==> src/sv/lvp_pkg.sv <==
// ----------------------------------------------------------------------------
// lvp_pkg
// shared types and constants for the label vertical placement block
// ----------------------------------------------------------------------------
package lvp_pkg;

    localparam int TableDepth  = 64;
    localparam int SlotW       = 6;
    localparam int WindowLines = 100;
    localparam int LineW       = 7;

    typedef enum logic [1:0] {
        ACT_ADD    = 2'd0,
        ACT_MOVE   = 2'd1,
        ACT_REMOVE = 2'd2,
        ACT_BAD    = 2'd3
    } action_t;

    typedef enum logic [1:0] {
        ST_KEPT   = 2'd0,
        ST_MOVED  = 2'd1,
        ST_NORUN  = 2'd2,
        ST_ERROR  = 2'd3
    } status_t;

endpackage

==> src/sv/lvp_store.sv <==
// ----------------------------------------------------------------------------
// lvp_store
// box table: one write port and one registered read port
// ----------------------------------------------------------------------------
module lvp_store
    import lvp_pkg::*;
(
    input  logic                    clk,
    input  logic                    we,
    input  logic [SlotW-1:0]        waddr,
    input  logic signed [15:0]      wleft,
    input  logic signed [15:0]      wtop,
    input  logic [11:0]             wcols,
    input  logic [6:0]              wrows,
    input  logic [SlotW-1:0]        raddr,
    output logic signed [15:0]      rleft,
    output logic signed [15:0]      rtop,
    output logic [11:0]             rcols,
    output logic [6:0]              rrows
);

    logic [50:0] mem [TableDepth];

    always_ff @(posedge clk)
    begin
        if (we)
        begin
            mem[waddr] <= {wleft, wtop, wcols, wrows};
        end
        {rleft, rtop, rcols, rrows} <= mem[raddr];
    end

endmodule

==> config.mk <==
export PLATFORM = sky130hd
export DESIGN_NAME = lvp_store
export DESIGN_NICKNAME = d
export VERILOG_FILES = /design/src/sv/lvp_pkg.sv /design/src/sv/lvp_store.sv
export SDC_FILE = /design/constraint.sdc
export NUM_CORES = 2
export LEC_CHECK = 0
export BUFFER_PORTS_ARGS = -buffer_cell sky130_fd_sc_hd__buf_2
export CORE_MARGIN = 2
export CORE_UTILIZATION = 57
export DETAILED_ROUTE_END_ITERATION = 16
export MAX_ROUTING_LAYER = met4
export PLACE_DENSITY_LB_ADDON = 0.08
export SETUP_SLACK_MARGIN = 0.02
export SLEW_MARGIN = 10
export SYNTH_ARGS = -nofsm -noshare
export SYNTH_HDL_FRONTEND = slang
export SYNTH_SLANG_ARGS = --single-unit
==> constraint.sdc <==
create_clock -name clk -period 4.6 [get_ports clk]
set_input_delay 0.23 -clock clk [delete_from_list [all_inputs] [get_ports clk]]
set_output_delay 0.23 -clock clk [all_outputs]
set_load 0.02 [all_outputs]
; After elaboration in Yosys (flattened, before gate mapping)
; Memory sizes are Yosys's and may differ from the RTL's. A register that Yosys moved wholly into a read port is not among the register bits.
; Index checks and enable logic that the tools add are counted.
[op_classes]
mux = 2
[ops]
columns = operator, count
row1 = $mux 1, 2
[totals]
reg_bits = 0
mem_bits_rw = 3264
elab_cells = 3
n_memories = 1
[mem_list]
columns = memory, words, width, rd, rd_ports_with_merged_regs, wr, line
row1 = mem, 64, 51, 1, 1, 1, lvp_store.sv:22  ; logic [50:0] mem [TableDepth];

; Logic depth before layout (Yosys ltp)
[logic_depth]
depth_word = 2
depth_mapped = 10

; Least setup slack after synthesis
; Ideal clock, no wire load.
[synth_path]
path_kind = in2reg
start = in waddr[3]
end = mem mem[48][0] (enable)
setup_time_ns = 0.522
arrival_time_ns = 4.203
required_time_ns = 4.078
path_slack_ns = -0.126
stages = 4
path_buffers = 1
path_cell_list = clkbuf_1 -> nor2b_1 -> nand4b_1 -> nor3_1
[synth_lines]
columns = item, line
row1 = "start, declared", lvp_store.sv:10  ; input logic [SlotW-1:0] waddr,
row2 = "end, declared", lvp_store.sv:22
; No word-level cell before the write port.

; Worst setup path in the final report
[layout_path]
start = in waddr[1]
end = mem mem[1][43] (enable)
; No word-level cell before the write port.

==> impl_metrics.toml <==
[drt]
wl_um = 337000
ant_nets = 0
drt-met1-wl_um = 130000
top_layer_used = "met4"
drc_errors = 0
wl_per_cell_um = 38.8
route.met2.wl_um = 165000
drt_iter0_markers = 8453
vias_per_cell = 6.92
first_pass_iters = 6
vias = 60200
met3_length_um = 31100

[sta]
tightest_slew_ps = 1260
rsz0062_at_grt = "no"
relSlewSlack = 0.158
tns_ps = 0
drv_slew = 0
fmax_ghz = 0.371
post-route-period-util = 0.586
setup_viol_count_final = 0
final.setup_skew_ps = 36.7
period_minus_slack_ps = 2700
finalHoldViolations = 0

[cells_and_area]
areaGrowthSynthToFinish_pct = 13.3
n_fill_cell = 14000
final_cells = 8700
drive_above_1_share = 0.314
nets = 5651

[power_and_ir_drop]
powerDensity_nw_per_um2 = 446
p_leak_nw = 43.9
ir_worst_vdd_mv = 0.473

[global_route]
grt_pass1_vias = 59100
antenna_found_initial = 19
grt_max_degree = 81
grt_pass1_wl_um = 469000
grt_usage = 0.316
overflow = 0

[synthesis]
synth_seq_cells = 3315
syn_avg_cell_area_um2 = 24.0
synth.area.top_cells = "edfxtp_1 (79%), mux4_2 (16%), dfxtp_1 (0.82%), o22ai_1 (0.81%), nor2_1 (0.48%)"
synth_top_area_frac = 0.787
ys_types = 31
yosysTopAreaCell = "edfxtp_1"
synth_fp_nets = 5251
synthFlopType = "edfxtp_1"
async_flop_share = 0
synth_edf_count = 3264
post_synth_inst_count = 5186
syn_area_um2 = 125000
ys_seq_area_frac = 0.795
ys_warn_count = 0

[worst_hold_path]
min_path_type = "in -> reg"

[run]
maxCapViolations = 0

[cts]
clock_sinks = 3315
cts_setup_buffers = 0
numCtsBuffers = 340
cts.htree.levels = 5
post_cts_resized = 0
clock_path_buffers = 4
cts-root-buf = "clkbuf_16"
insertion_delay_ps = 940
cts_tree = "built"
cts_hold_buf = 12
clk_pin_slew_ps = 60

[placement]
placed_cells = 8086
gp_congestion = 0.799
io_buffers = 115
dp_hpwl_um = 175000

[floorplan]
dieWidth_um = 472
core_um2 = 217000
die_area_um2 = 222000
core.rowCount = 171
initial_core_util = 0.574
die_h_um = 472
ioPinCount = 116

[setup_path]
crit_path_max_fanout = 16
path_cells = "dlygate4sd3_1 -> buf_2 -> nor2_1 -> nand3_1 -> nor2_4 -> buf_4"
critPathRequiredTime_ps = 5160
critPathCaptureType = "flip-flop"
crit_type = "in -> reg"
cpPeakStageDelay_ps = 940
critical_path_arrival_ps = 3260
critPathLaunchType = "primary input"
cp_slowest_cell = "nor2_4"

[status]
outcome = "finished clean"
-- layer usage --
layer  global-route usage  up-vias
met5                    -        -
met4               0.0973        0
li1                     -    23200
met2                0.486     3375
met1                0.446    33000
met3               0.0494      625
-- registers in the layout, summed over array words and instances, names as in the netlist --
| signal | count |
|---|---|
| mem | 3264 |
| rcols | 12 |
| rleft | 16 |
| rrows | 7 |
| rtop | 16 |
-- through the flow --
stage	hold slack (ps)	area, um^2	setup slack [ps]	utilization	total power [mW]
3_5_place_dp	648	130000	1370	0.601	37.2
4_1_cts	3.69	141000	2020	0.650	63.3
6_report	36.5	141000	1900	0.650	63.0
2_1_floorplan	329	125000	894	-	35.8
3_3_place_gp	653	130000	1400	0.601	37.2
5_1_grt	68.2	141000	1900	0.650	64.6
-- cells in the mapped netlist (42+ instances only) --
| library cell | instances |
|---|---|
| o221ai_1 | 50 |
| mux2_2 | 48 |
| nor2_1 | 159 |
| clkbuf_1 | 115 |
| buf_1 | 42 |
| edfxtp_1 | 3264 |
| dfxtp_1 | 51 |
| o22ai_1 | 161 |
| mux2i_1 | 50 |
| a21oi_1 | 67 |
| nand2_1 | 48 |
| mux4_2 | 886 |
| buf_2 | 109 |
-- path summary, 6_finish.rpt --
kind | slack, ps | depth (start not counted) | endpoint | start
worst max-delay path | 1900 | 6 | mem[1][43] | waddr[1]
worst min register to register | 850 | 5 | rleft[2] | mem[50][37]
worst max register to register | 2570 | 5 | rrows[3] | mem[6][3]
worst min-delay path | 40 | 1 | mem[0][38] | wleft[3]
-- power by group --
group | total, mW | switching [mW] | internal (mW)
clock network | 26.4 | 11.1 | 15.4
logic | 2.98 | 1.85 | 1.13
registers | 33.6 | 0.119 | 33.5
-- placed cells by master, fill, tap and decap left out, drive strengths merged, types with 18 or more instances in the layout --
master / netlist / final
a21oi: 67 / 67
a31oi: 18 / 18
buf: 175 / 335
bufinv: 0 / 20
clkbuf: 115 / 446
clkinv: 0 / 111
dfxtp: 51 / 51
edfxtp: 3264 / 3264
mux2: 48 / 48
mux2i: 50 / 50
mux4: 886 / 886
nand2: 48 / 48
nor2: 159 / 159
o21ai: 33 / 33
o221ai: 50 / 50
o22ai: 161 / 161
-- kinds of logic after synthesis --
| group | synth area share |
|---|---|
| compound gates | 0.0172 |
| simple gates | 0.00888 |
| flops | 0.795 |
| buf+inv | 0.0107 |
| mux | 0.168 |
-- worst max-delay path: cells and delay by family --
kind | cells | cell delay, ps
buffers and inverters | 3 | 1340
AND/OR/NAND/NOR | 3 | 1660
-- final cells by class --
type | count | area (um^2) | share of cell area
well taps | 2854 | 3570 | 0.0253
clock inverters | 145 | 1210 | 0.00861
repair buffers | 348 | 3150 | 0.0223
multi-input cells | 1580 | 24800 | 0.175
flip-flops and latches | 3315 | 99000 | 0.702
clock buffers | 445 | 9360 | 0.0663
inverters | 1 | 6.26 | 0.0000443
diodes | 12 | 30.0 | 0.000213
No activity file was read; power rests on OpenSTA's default activity.
